`src/design/bba_pkg.sv`:
```
// shared types and codes for the buddy block allocator
// used by the controller, datapath and top level; no dependencies
package bba_pkg;

  localparam logic OPC_ALLOC = 1'b0;
  localparam logic OPC_FREE  = 1'b1;

  localparam logic REG_POOL_ORDER = 1'b0;
  localparam logic REG_BASE       = 1'b1;

  localparam int unsigned WORD_BITS = 32;

  typedef enum logic [4:0] {
    OP_NONE,
    OP_CLR,
    OP_CAP,
    OP_CALC1,
    OP_CALC2,
    OP_RD_W,
    OP_A_CHK,
    OP_SP_RD,
    OP_SP_WR,
    OP_RD_G,
    OP_F_CHK,
    OP_M_INIT,
    OP_RD_B,
    OP_B_CHK,
    OP_RD_H,
    OP_SET_H,
    OP_OUT_OK,
    OP_OUT_FAIL,
    OP_OUT_FREE
  } op_e;

  typedef struct packed {
    logic clr_last;
    logic bad;
    logic is_free;
    logic found;
    logic word_last;
    logic o_last;
    logic o_eq_k;
    logic g_bit;
    logic b_bit;
    logic out_full;
    logic pool_wr;
  } stat_t;

endpackage

```
`src/design/bba_ram.sv`:
```
// generic single write port ram with registered read
// no dependencies
module bba_ram #(
  parameter int unsigned W = 32,
  parameter int unsigned D = 64
) (
  input  logic                            clk_i,
  input  logic                            we_i,
  input  logic [((D > 1) ? $clog2(D) : 1)-1:0] waddr_i,
  input  logic [W-1:0]                    wdata_i,
  input  logic [((D > 1) ? $clog2(D) : 1)-1:0] raddr_i,
  output logic [W-1:0]                    rdata_o
);

  logic [W-1:0] mem [D];
  logic [W-1:0] rdata_q;

  always_ff @(posedge clk_i) begin
    if (we_i) begin
      mem[waddr_i] <= wdata_i;
    end
    rdata_q <= mem[raddr_i];
  end

  assign rdata_o = rdata_q;

endmodule

```
`src/design/bba_ctrl.sv`:
```
// sequencing state machine of the buddy block allocator
// depends on bba_pkg
module bba_ctrl
  import bba_pkg::*;
(
  input  logic  clk_i,
  input  logic  rst_ni,
  input  logic  in_valid_i,
  input  stat_t stat_i,
  output op_e   op_o,
  output logic  ready_o
);

  localparam logic [4:0] S_CLR      = 5'd0;
  localparam logic [4:0] S_IDLE     = 5'd1;
  localparam logic [4:0] S_C1       = 5'd2;
  localparam logic [4:0] S_C2       = 5'd3;
  localparam logic [4:0] S_DISP     = 5'd4;
  localparam logic [4:0] S_A_RD     = 5'd5;
  localparam logic [4:0] S_A_CHK    = 5'd6;
  localparam logic [4:0] S_SP_RD    = 5'd7;
  localparam logic [4:0] S_SP_WR    = 5'd8;
  localparam logic [4:0] S_F_RD     = 5'd9;
  localparam logic [4:0] S_F_CHK    = 5'd10;
  localparam logic [4:0] S_M_TOP    = 5'd11;
  localparam logic [4:0] S_M        = 5'd12;
  localparam logic [4:0] S_B_RD     = 5'd13;
  localparam logic [4:0] S_B_CHK    = 5'd14;
  localparam logic [4:0] S_S_RD     = 5'd15;
  localparam logic [4:0] S_S_WR     = 5'd16;
  localparam logic [4:0] S_OUT_OK   = 5'd17;
  localparam logic [4:0] S_OUT_FAIL = 5'd18;
  localparam logic [4:0] S_OUT_FREE = 5'd19;

  logic [4:0] state_q, state_d;

  assign ready_o = (state_q == S_IDLE) && !stat_i.pool_wr;

  always_comb begin
    state_d = state_q;
    op_o    = OP_NONE;
    unique case (state_q)
      S_CLR: begin
        op_o = OP_CLR;
        if (stat_i.clr_last && !stat_i.pool_wr) state_d = S_IDLE;
      end
      S_IDLE: begin
        if (stat_i.pool_wr) begin
          state_d = S_CLR;
        end else if (in_valid_i) begin
          op_o    = OP_CAP;
          state_d = S_C1;
        end
      end
      S_C1: begin
        op_o    = OP_CALC1;
        state_d = S_C2;
      end
      S_C2: begin
        op_o    = OP_CALC2;
        state_d = S_DISP;
      end
      S_DISP: begin
        if (stat_i.bad) state_d = stat_i.is_free ? S_OUT_FREE : S_OUT_FAIL;
        else            state_d = stat_i.is_free ? S_F_RD : S_A_RD;
      end
      S_A_RD: begin
        op_o    = OP_RD_W;
        state_d = S_A_CHK;
      end
      S_A_CHK: begin
        op_o = OP_A_CHK;
        if (stat_i.found)                              state_d = stat_i.o_eq_k ? S_OUT_OK : S_SP_RD;
        else if (stat_i.word_last && stat_i.o_last)    state_d = S_OUT_FAIL;
        else                                           state_d = S_A_RD;
      end
      S_SP_RD: begin
        op_o    = OP_SP_RD;
        state_d = S_SP_WR;
      end
      S_SP_WR: begin
        op_o    = OP_SP_WR;
        state_d = stat_i.o_eq_k ? S_OUT_OK : S_SP_RD;
      end
      S_F_RD: begin
        op_o    = OP_RD_G;
        state_d = S_F_CHK;
      end
      S_F_CHK: begin
        op_o = OP_F_CHK;
        if (stat_i.g_bit)       state_d = S_OUT_FREE;
        else if (stat_i.o_last) state_d = S_M_TOP;
        else                    state_d = S_F_RD;
      end
      S_M_TOP: begin
        op_o    = OP_M_INIT;
        state_d = S_M;
      end
      S_M: begin
        state_d = stat_i.o_last ? S_S_RD : S_B_RD;
      end
      S_B_RD: begin
        op_o    = OP_RD_B;
        state_d = S_B_CHK;
      end
      S_B_CHK: begin
        op_o    = OP_B_CHK;
        state_d = stat_i.b_bit ? S_M : S_S_RD;
      end
      S_S_RD: begin
        op_o    = OP_RD_H;
        state_d = S_S_WR;
      end
      S_S_WR: begin
        op_o    = OP_SET_H;
        state_d = S_OUT_FREE;
      end
      S_OUT_OK: begin
        if (!stat_i.out_full) begin
          op_o    = OP_OUT_OK;
          state_d = S_IDLE;
        end
      end
      S_OUT_FAIL: begin
        if (!stat_i.out_full) begin
          op_o    = OP_OUT_FAIL;
          state_d = S_IDLE;
        end
      end
      S_OUT_FREE: begin
        if (!stat_i.out_full) begin
          op_o    = OP_OUT_FREE;
          state_d = S_IDLE;
        end
      end
      default: state_d = S_CLR;
    endcase
  end

  always_ff @(posedge clk_i or negedge rst_ni) begin
    if (!rst_ni) begin
      state_q <= S_CLR;
    end else begin
      state_q <= state_d;
    end
  end

endmodule

```
`src/design/bba_dp.sv`:
```
// datapath of the buddy block allocator: request, order and tree index registers
// depends on bba_pkg; drives the free map ram ports
module bba_dp
  import bba_pkg::*;
#(
  parameter int unsigned MAX_ORDER = 10,
  parameter int unsigned MIN_BLOCK = 1024,
  localparam int unsigned HW  = (MAX_ORDER + 1 > 5) ? MAX_ORDER + 1 : 5,
  localparam int unsigned NW  = (MAX_ORDER + 1 > 5) ? (1 << (MAX_ORDER - 4)) : 1,
  localparam int unsigned AW  = (NW > 1) ? $clog2(NW) : 1
) (
  input  logic                 clk_i,
  input  logic                 rst_ni,
  input  op_e                  op_i,
  output stat_t                stat_o,
  input  logic                 cfg_we_i,
  input  logic                 cfg_idx_i,
  input  logic [31:0]          cfg_data_i,
  input  logic                 opcode_i,
  input  logic [20:0]          request_size_i,
  input  logic [31:0]          user_address_i,
  input  logic                 out_stall_i,
  output logic                 out_valid_o,
  output logic                 status_o,
  output logic [31:0]          result_address_o,
  output logic                 ram_we_o,
  output logic [AW-1:0]        ram_waddr_o,
  output logic [WORD_BITS-1:0] ram_wdata_o,
  output logic [AW-1:0]        ram_raddr_o,
  input  logic [WORD_BITS-1:0] ram_rdata_i
);

  localparam int unsigned IX    = AW + 5;
  localparam int unsigned OW    = $clog2(MAX_ORDER + 2);
  localparam int unsigned LOGMB = $clog2(MIN_BLOCK);

  function automatic logic [AW-1:0] word_of(input logic [IX-1:0] idx);
    logic [IX-1:0] t;
    t = idx >> 5;
    return t[AW-1:0];
  endfunction

  logic [3:0]    pool_q;
  logic [31:0]   base_q;
  logic          opc_q;
  logic [20:0]   size_q;
  logic [31:0]   user_q;
  logic [OW-1:0] p_q, p_d, k_q, k_d, o_q, o_d;
  logic          bad_q, bad_d;
  logic [AW-1:0] w_q, w_d;
  logic [HW-1:0] h_q, h_d, g_q, g_d;
  logic          out_valid_q, out_valid_d;
  logic          out_status_q, out_status_d;
  logic [31:0]   out_addr_q, out_addr_d;

  logic [OW-1:0] p_eff;
  logic [HW-1:0] root;
  logic [21:0]   need;
  logic [OW-1:0] kk;
  logic          too_big;
  logic [31:0]   off;
  logic [63:0]   off64, jj, jk;
  logic          misal, oor;
  logic [HW-1:0] h0;
  logic [IX:0]   lo, hi;
  logic [IX-1:0] idx;
  logic [WORD_BITS-1:0] sel;
  logic [4:0]    fb;
  logic          found;
  logic          word_last;
  logic [HW-1:0] hb, hs;
  logic          pool_wr;

  assign pool_wr = cfg_we_i && (cfg_idx_i == REG_POOL_ORDER);
  assign p_eff   = (32'(pool_q) > MAX_ORDER) ? OW'(MAX_ORDER) : OW'(pool_q);
  assign root    = HW'(64'd1 << (MAX_ORDER - int'(p_eff)));

  always_comb begin
    need    = {1'b0, size_q} + 22'd4;
    too_big = 64'(size_q) > (64'(MIN_BLOCK) << p_q);
    kk      = p_q + OW'(1);
    for (int i = MAX_ORDER; i >= 0; i--) begin
      if ((OW'(i) <= p_q) && ((64'(MIN_BLOCK) << i) >= 64'(need))) kk = OW'(i);
    end
  end

  always_comb begin
    off   = user_q - 32'd4 - base_q;
    off64 = 64'(off);
    misal = (off64 & ((64'd1 << (LOGMB + int'(k_q))) - 64'd1)) != 64'd0;
    oor   = (off64 >> (LOGMB + int'(p_q))) != 64'd0;
    jj    = off64 >> (LOGMB + int'(k_q));
    h0    = HW'((64'd1 << (MAX_ORDER - int'(k_q))) | jj);
    jk    = 64'(h_q) ^ (64'd1 << (MAX_ORDER - int'(k_q)));
  end

  always_comb begin
    lo  = (IX + 1)'(64'd1 << (MAX_ORDER - int'(o_q)));
    hi  = lo + (IX + 1)'(64'd1 << (int'(p_q) - int'(o_q)));
    sel = '0;
    for (int b = 0; b < WORD_BITS; b++) begin
      idx    = {w_q, 5'(b)};
      sel[b] = ram_rdata_i[b] && ({1'b0, idx} >= lo) && ({1'b0, idx} < hi);
    end
    fb = '0;
    for (int b = WORD_BITS - 1; b >= 0; b--) begin
      if (sel[b]) fb = 5'(b);
    end
    found     = |sel;
    word_last = w_q == word_of(IX'(hi - (IX + 1)'(1)));
  end

  assign hb = h_q ^ HW'(1);
  assign hs = {h_q[HW-2:0], 1'b1};

  always_comb begin
    p_d          = p_q;
    k_d          = k_q;
    o_d          = o_q;
    bad_d        = bad_q;
    w_d          = w_q;
    h_d          = h_q;
    g_d          = g_q;
    out_valid_d  = out_valid_q && out_stall_i;
    out_status_d = out_status_q;
    out_addr_d   = out_addr_q;
    ram_we_o     = 1'b0;
    ram_waddr_o  = w_q;
    ram_wdata_o  = '0;
    ram_raddr_o  = w_q;
    unique case (op_i)
      OP_NONE: ;
      OP_CLR: begin
        ram_we_o = 1'b1;
        if (w_q == word_of(IX'(root))) ram_wdata_o[root[4:0]] = 1'b1;
        w_d = w_q + AW'(1);
      end
      OP_CAP: p_d = p_eff;
      OP_CALC1: begin
        k_d   = kk;
        bad_d = too_big;
      end
      OP_CALC2: begin
        bad_d = bad_q || (k_q > p_q) || ((opc_q == OPC_FREE) && (misal || oor));
        o_d   = k_q;
        w_d   = word_of(IX'(64'd1 << (MAX_ORDER - int'(k_q))));
        h_d   = h0;
        g_d   = h0;
      end
      OP_RD_W: ram_raddr_o = w_q;
      OP_A_CHK: begin
        if (found) begin
          ram_we_o        = 1'b1;
          ram_wdata_o     = ram_rdata_i;
          ram_wdata_o[fb] = 1'b0;
          h_d             = HW'({w_q, fb});
        end else if (word_last) begin
          o_d = o_q + OW'(1);
          w_d = word_of(IX'(lo >> 1));
        end else begin
          w_d = w_q + AW'(1);
        end
      end
      OP_SP_RD: begin
        ram_raddr_o = word_of(IX'(hs));
        h_d         = {h_q[HW-2:0], 1'b0};
        o_d         = o_q - OW'(1);
      end
      OP_SP_WR: begin
        ram_we_o                 = 1'b1;
        ram_waddr_o              = word_of(IX'(h_q | HW'(1)));
        ram_wdata_o              = ram_rdata_i;
        ram_wdata_o[h_q[4:0] | 5'd1] = 1'b1;
      end
      OP_RD_G: ram_raddr_o = word_of(IX'(g_q));
      OP_F_CHK: begin
        g_d = g_q >> 1;
        o_d = o_q + OW'(1);
      end
      OP_M_INIT: o_d = k_q;
      OP_RD_B: ram_raddr_o = word_of(IX'(hb));
      OP_B_CHK: begin
        if (ram_rdata_i[hb[4:0]]) begin
          ram_we_o              = 1'b1;
          ram_waddr_o           = word_of(IX'(hb));
          ram_wdata_o           = ram_rdata_i;
          ram_wdata_o[hb[4:0]]  = 1'b0;
          h_d                   = h_q >> 1;
          o_d                   = o_q + OW'(1);
        end
      end
      OP_RD_H: ram_raddr_o = word_of(IX'(h_q));
      OP_SET_H: begin
        ram_we_o              = 1'b1;
        ram_waddr_o           = word_of(IX'(h_q));
        ram_wdata_o           = ram_rdata_i;
        ram_wdata_o[h_q[4:0]] = 1'b1;
      end
      OP_OUT_OK: begin
        out_valid_d  = 1'b1;
        out_status_d = 1'b0;
        out_addr_d   = base_q + 32'(jk << (LOGMB + int'(k_q))) + 32'd4;
      end
      OP_OUT_FAIL: begin
        out_valid_d  = 1'b1;
        out_status_d = 1'b1;
        out_addr_d   = '0;
      end
      OP_OUT_FREE: begin
        out_valid_d  = 1'b1;
        out_status_d = 1'b0;
        out_addr_d   = '0;
      end
      default: ;
    endcase
    if (pool_wr) w_d = '0;
  end

  always_comb begin
    stat_o           = '0;
    stat_o.clr_last  = w_q == AW'(NW - 1);
    stat_o.bad       = bad_q;
    stat_o.is_free   = opc_q == OPC_FREE;
    stat_o.found     = found;
    stat_o.word_last = word_last;
    stat_o.o_last    = o_q == p_q;
    stat_o.o_eq_k    = o_q == k_q;
    stat_o.g_bit     = ram_rdata_i[g_q[4:0]];
    stat_o.b_bit     = ram_rdata_i[hb[4:0]];
    stat_o.out_full  = out_valid_q;
    stat_o.pool_wr   = pool_wr;
  end

  always_ff @(posedge clk_i or negedge rst_ni) begin
    if (!rst_ni) begin
      pool_q      <= 4'd10;
      base_q      <= '0;
      w_q         <= '0;
      out_valid_q <= 1'b0;
    end else begin
      if (cfg_we_i && (cfg_idx_i == REG_POOL_ORDER)) pool_q <= cfg_data_i[3:0];
      if (cfg_we_i && (cfg_idx_i == REG_BASE))       base_q <= cfg_data_i;
      w_q         <= w_d;
      out_valid_q <= out_valid_d;
    end
  end

  always_ff @(posedge clk_i) begin
    if (op_i == OP_CAP) begin
      opc_q  <= opcode_i;
      size_q <= request_size_i;
      user_q <= user_address_i;
    end
    p_q          <= p_d;
    k_q          <= k_d;
    o_q          <= o_d;
    bad_q        <= bad_d;
    h_q          <= h_d;
    g_q          <= g_d;
    out_status_q <= out_status_d;
    out_addr_q   <= out_addr_d;
  end

  assign out_valid_o      = out_valid_q;
  assign status_o         = out_status_q;
  assign result_address_o = out_addr_q;

endmodule

```
`src/design/buddy_block_allocator.sv`:
```
// top level of the buddy block allocator
// depends on bba_pkg, bba_ctrl, bba_dp and bba_ram
//
// Binary buddy allocator over 2^pool_order blocks of MIN_BLOCK bytes. One
// request is handled at a time; the free map is one bit per tree node kept
// in 32-bit words of a ram with registered read, and every map access of a
// request is a read followed by a check or write. An accepted request is
// captured, its order is computed and it is checked. An allocate then
// scans map words (orders from the needed one upward, at most
// ceil(2^(pool_order-o)/32) words per order) and splits the found block
// down to the needed order. A free checks each level from the needed order
// up to pool_order, merges with free buddies until a busy buddy or the top
// stops it and marks the final block free; a free that finds an enclosing
// block already free, and a rejected request, end there. A result waits
// while the output register is still full; the controller then returns to
// idle, where the next request is taken. After reset, and after a
// pool_order write while idle, the map is cleared one word a cycle (a
// further pool_order write restarts it), and no request is taken meanwhile.
module buddy_block_allocator
  import bba_pkg::*;
#(
  parameter int unsigned MAX_ORDER = 10,
  parameter int unsigned MIN_BLOCK = 1024
) (
  input  logic        clk_i,
  input  logic        rst_ni,
  input  logic        cfg_we_i,
  input  logic        cfg_idx_i,
  input  logic [31:0] cfg_data_i,
  input  logic        in_valid_i,
  output logic        in_stall_o,
  input  logic        opcode_i,
  input  logic [20:0] request_size_i,
  input  logic [31:0] user_address_i,
  output logic        out_valid_o,
  input  logic        out_stall_i,
  output logic        status_o,
  output logic [31:0] result_address_o
);

  localparam int unsigned NW = (MAX_ORDER + 1 > 5) ? (1 << (MAX_ORDER - 4)) : 1;
  localparam int unsigned AW = (NW > 1) ? $clog2(NW) : 1;

  op_e                  op;
  stat_t                stat;
  logic                 ready;
  logic                 ram_we;
  logic [AW-1:0]        ram_waddr, ram_raddr;
  logic [WORD_BITS-1:0] ram_wdata, ram_rdata;

  assign in_stall_o = !ready;

  bba_ctrl u_ctrl (
    .clk_i      (clk_i),
    .rst_ni     (rst_ni),
    .in_valid_i (in_valid_i),
    .stat_i     (stat),
    .op_o       (op),
    .ready_o    (ready)
  );

  bba_dp #(
    .MAX_ORDER (MAX_ORDER),
    .MIN_BLOCK (MIN_BLOCK)
  ) u_dp (
    .clk_i            (clk_i),
    .rst_ni           (rst_ni),
    .op_i             (op),
    .stat_o           (stat),
    .cfg_we_i         (cfg_we_i),
    .cfg_idx_i        (cfg_idx_i),
    .cfg_data_i       (cfg_data_i),
    .opcode_i         (opcode_i),
    .request_size_i   (request_size_i),
    .user_address_i   (user_address_i),
    .out_stall_i      (out_stall_i),
    .out_valid_o      (out_valid_o),
    .status_o         (status_o),
    .result_address_o (result_address_o),
    .ram_we_o         (ram_we),
    .ram_waddr_o      (ram_waddr),
    .ram_wdata_o      (ram_wdata),
    .ram_raddr_o      (ram_raddr),
    .ram_rdata_i      (ram_rdata)
  );

  bba_ram #(
    .W (WORD_BITS),
    .D (NW)
  ) u_map (
    .clk_i   (clk_i),
    .we_i    (ram_we),
    .waddr_i (ram_waddr),
    .wdata_i (ram_wdata),
    .raddr_i (ram_raddr),
    .rdata_o (ram_rdata)
  );

endmodule
```
`config.mk`:
```
export PLATFORM = sky130hd
export DESIGN_NAME = buddy_block_allocator
export DESIGN_NICKNAME = d
export VERILOG_FILES = /design/src/design/bba_pkg.sv /design/src/design/bba_ram.sv /design/src/design/bba_ctrl.sv /design/src/design/bba_dp.sv /design/src/design/buddy_block_allocator.sv
export SDC_FILE = /design/constraint.sdc
export NUM_CORES = 2
export LEC_CHECK = 0
export BUFFER_PORTS_ARGS = -buffer_cell sky130_fd_sc_hd__buf_2
export CAP_MARGIN = 15
export CELL_PAD_IN_SITES_DETAIL_PLACEMENT = 0
export CELL_PAD_IN_SITES_GLOBAL_PLACEMENT = 1
export CORE_ASPECT_RATIO = 0.7
export CORE_MARGIN = 2
export CORE_UTILIZATION = 51
export CTS_CLUSTER_DIAMETER = 80
export DETAILED_ROUTE_END_ITERATION = 10
export PLACE_DENSITY_LB_ADDON = 0.2
export SLEW_MARGIN = 40
export SYNTH_ARGS = -nofsm -noshare
export SYNTH_HDL_FRONTEND = slang
export SYNTH_HIERARCHICAL = 1
export SYNTH_SLANG_ARGS = --single-unit
```
`constraint.sdc`:
```
create_clock -name clk_i -period 26.4 [get_ports clk_i]
set_input_delay 2.64 -clock clk_i [delete_from_list [all_inputs] [get_ports clk_i]]
set_output_delay 2.64 -clock clk_i [all_outputs]
set_load 0.005 [all_outputs]
```
==> flow_summary.json <==
{
  "outcome": "complete, no violations",
  "drt_wl_total_um": 301000,
  "multi_input_area_um2": 31600,
  "ff2ff_path_depth": 35,
  "arrival_ns": 11.13,
  "cp_slowest_stage_delay_ns": 0.57,
  "core_um2": 194000,
  "dp_hpwl_um": 201000,
  "worstSetupPathType": "flop to flop",
  "ant_nets": 0,
  "clock_path_buffers": 4,
  "async_reset_ff_share_pct": 2.13,
  "hold_end": "u_dp/base_q[2]$_DFFE_PN0P_",
  "grt_setup_unrepaired": "no",
  "vias": 60100,
  "grt_pass1_vias": 55400,
  "fin_worst_skew_ns": 0.0755,
  "die_h_um": 374,
  "hp-class": "flop to flop",
  "period_needed_ns": 10.52,
  "r2r_setup_slack_ns": 15.88,
  "ys_types": 107,
  "slew_headroom_pct": 29.9,
  "first_pass_iters": 8,
  "initial_core_util_pct": 51.4,
  "post_route_cells_drive_above_1_share_pct": 24.1,
  "reg2reg_from": "u_dp/p_q[0]$_DFFE_PN_",
  "drt_iter0_markers": 9988,
  "rows": 135,
  "ys_seq_elements": 2250,
  "synth_edf_count": 2170,
  "dieArea_um2": 199000,
  "numCtsBuffers": 214,
  "met1Wirelength_um": 130000,
  "synth_commonest_cells": "edfxtp_1 (2170), mux4_2 (575), nor2_1 (382), nand2_1 (239), a21oi_1 (223)",
  "maxSlewViolCount": 0,
  "numPortBuffers": 126,
  "setup_viol": 0,
  "holdPathStages": 1,
  "worstSetupStartpointType": "flop",
  "io_pins": 127,
  "min_from": "u_dp/base_q[2]$_DFFE_PN0P_",
  "wire_per_inst_um": 33.6,
  "grtUsageTotal_pct": 29.9,
  "antenna_found_initial": 33,
  "grt_overflow": 0,
  "synthCells": 5928,
  "place_inst": 8555,
  "synth.avg_cell_area_um2": 16.8,
  "reg2reg_to": "u_map/mem[22][3]$_DFFE_PP_",
  "clock-root-buffer": "clkbuf_16",
  "nFillCells": 14400,
  "synth_area_leaders": "edfxtp_1 (65%), mux4_2 (13%), ha_1 (2.3%)",
  "post_cts_buffers": 0,
  "synth_top_cell_by_area": "edfxtp_1",
  "fin_crit_sh_pct": 39.9,
  "syn_area_um2": 99600,
  "synth_nets": 6210,
  "end_kind": "flop",
  "cp_max_fo": 33,
  "tns_ns": 0,
  "viasPerCell": 6.71,
  "worst_hold_slack_ns": 0.554,
  "fin_cells": 8956,
  "grt_pass1_wl_um": 423000,
  "clk_transition_reported_paths_ns": 0.07,
  "crit_slowest_cell": "or3_1",
  "timing.critical_path.mode_cell": "ha_1",
  "htreeDepth": 4,
  "clock_sinks": 2250,
  "wl_met3_um": 47500,
  "grt_max_degree": 98,
  "hold_buffers": 0,
  "required_ns": 27.00,
  "clkLatencyLatePin_ns": 0.90,
  "met2_length_um": 117000,
  "cts_tree": "done",
  "areaGrowthSynthToFinish_pct": 13.7,
  "cts_resized": 0,
  "fmax_mhz": 95.0,
  "die_w_um": 532,
  "ys_seq_area_share_pct": 67.3,
  "hold_violations": 0,
  "top_layer_used": "met5",
  "yosys_warnings": 6,
  "yosysMostFrequentCell": "edfxtp_1",
  "synth_top_area_share_pct": 65.4,
  "synth_flop_cell": "edfxtp_1",
  "worst_slew_pin_slew_ns": 1.05,
  "nets": 6457,
  "drc_errors": 0,
  "drv_cap": 0,
  "gp_congestion": 0.926,
  "seqCellArea_um2": 67000
}
-- flip-flops by register name (all words and copies together), names as in the netlist, 5 cells and up --
register	count
u_dp/w_q	6
u_dp/g_q	11
u_dp/size_q	21
u_dp/base_q	32
u_ctrl/state_q	5
u_dp/result_address_o	32
u_dp/user_q	32
u_map/mem	2048
u_map/rdata_o	32
u_dp/h_q	11
-- logic make-up after synthesis --
| logic type | synth area share (%) |
|---|---|
| AOI/OAI and AO/OA | 6.89 |
| DFF | 67.3 |
| and+or+nand+nor | 5.34 |
| buffers and inverters | 2.20 |
| adders and majority gates | 2.43 |
| xor gates and xnor gates | 0.960 |
| muxes | 14.9 |
-- per-stage QoR --
step	area, µm²	utilization [%]	setup WS, ns
after global placement	104000	53.5	15.28
after global routing	113000	58.5	15.52
after CTS	113000	58.3	16.22
after detailed placement	106000	54.8	16.00
final	113000	58.5	15.88
after floorplan	99600	-	17.11
-- worst max-delay path: cells and delay by family, from the launching register on --
family,cells,cell delay [ns]
adder cells (fa/ha/maj),5,1.89
XOR/XNOR,1,0.17
AND/OR/NAND/NOR,12,3.14
flip-flops,1,0.36
AO/OA/AOI/OAI,10,3.12
buffers and inverters,7,1.53
-- cell type report --
cell class / count / area share (%)
diodes: 7 / 0.0155
flip-flops and latches: 2250 / 59.2
repair buffers: 366 / 3.53
inverters: 171 / 0.569
well taps: 2603 / 2.88
clock buffers: 260 / 4.97
multi-input cells: 3172 / 27.9
clock inverters: 127 / 1.01
-- metal layers --
layer  track usage, %  vias to the layer above
met2             37.3                     4031
met4             6.35                        8
met5                0                        -
met3             10.6                      363
met1             49.2                    31200
li1                 -                    24600
-- how the worst max path moves through the flow --
| stage | from | end | slack [ns] | depth (start not counted) |
|---|---|---|---|---|
| finish | u_dp/p_q[0]$_DFFE_PN_ | u_map/mem[22][3]$_DFFE_PP_ | 15.88 | 35 |
| global placement | cfg_we_i | u_map/rdata_o[15]$_DFF_P_ | 15.28 | 19 |
| global route | u_dp/p_q[0]$_DFFE_PN_ | u_map/mem[22][3]$_DFFE_PP_ | 15.52 | 35 |
| CTS | u_dp/p_q[0]$_DFFE_PN_ | u_map/mem[22][18]$_DFFE_PP_ | 16.22 | 35 |
| floorplan | u_dp/p_q[0]$_DFFE_PN_ | u_map/mem[49][0]$_DFFE_PP_ | 17.11 | 31 |
| detailed placement | cfg_we_i | u_map/rdata_o[1]$_DFF_P_ | 16.00 | 19 |
-- cells in the final DEF, fill, tap and decap left out, types with 32 or more instances in the layout --
cell type,Yosys,routed
edfxtp_1,2170,2170
mux4_2,575,575
nor2_1,382,316
nand2_1,239,231
clkbuf_16,0,215
a21oi_1,223,215
ha_1,185,185
inv_1,164,164
o21ai_0,148,146
buf_2,69,126
mux2i_1,123,122
o22ai_1,122,109
buf_4,33,96
nor3_1,95,85
nand3_1,81,79
nor2_4,0,62
xnor2_1,67,60
mux2_2,56,56
nor2b_1,51,50
buf_8,0,49
a21o_1,48,48
buf_16,0,48
clkinv_1,5,47
dfrtp_1,46,46
nand2b_1,48,45
o221ai_1,42,42
clkinv_2,0,38
o211ai_1,38,38
clkbuf_1,178,37
buf_6,11,37
xor2_1,37,36
a31oi_1,46,35
or3_1,33,33
and3_1,32,32
Power is left out: the tool's default activity adds up to more than one toggle a clock period on the data nets, which glitch-free logic cannot reach.
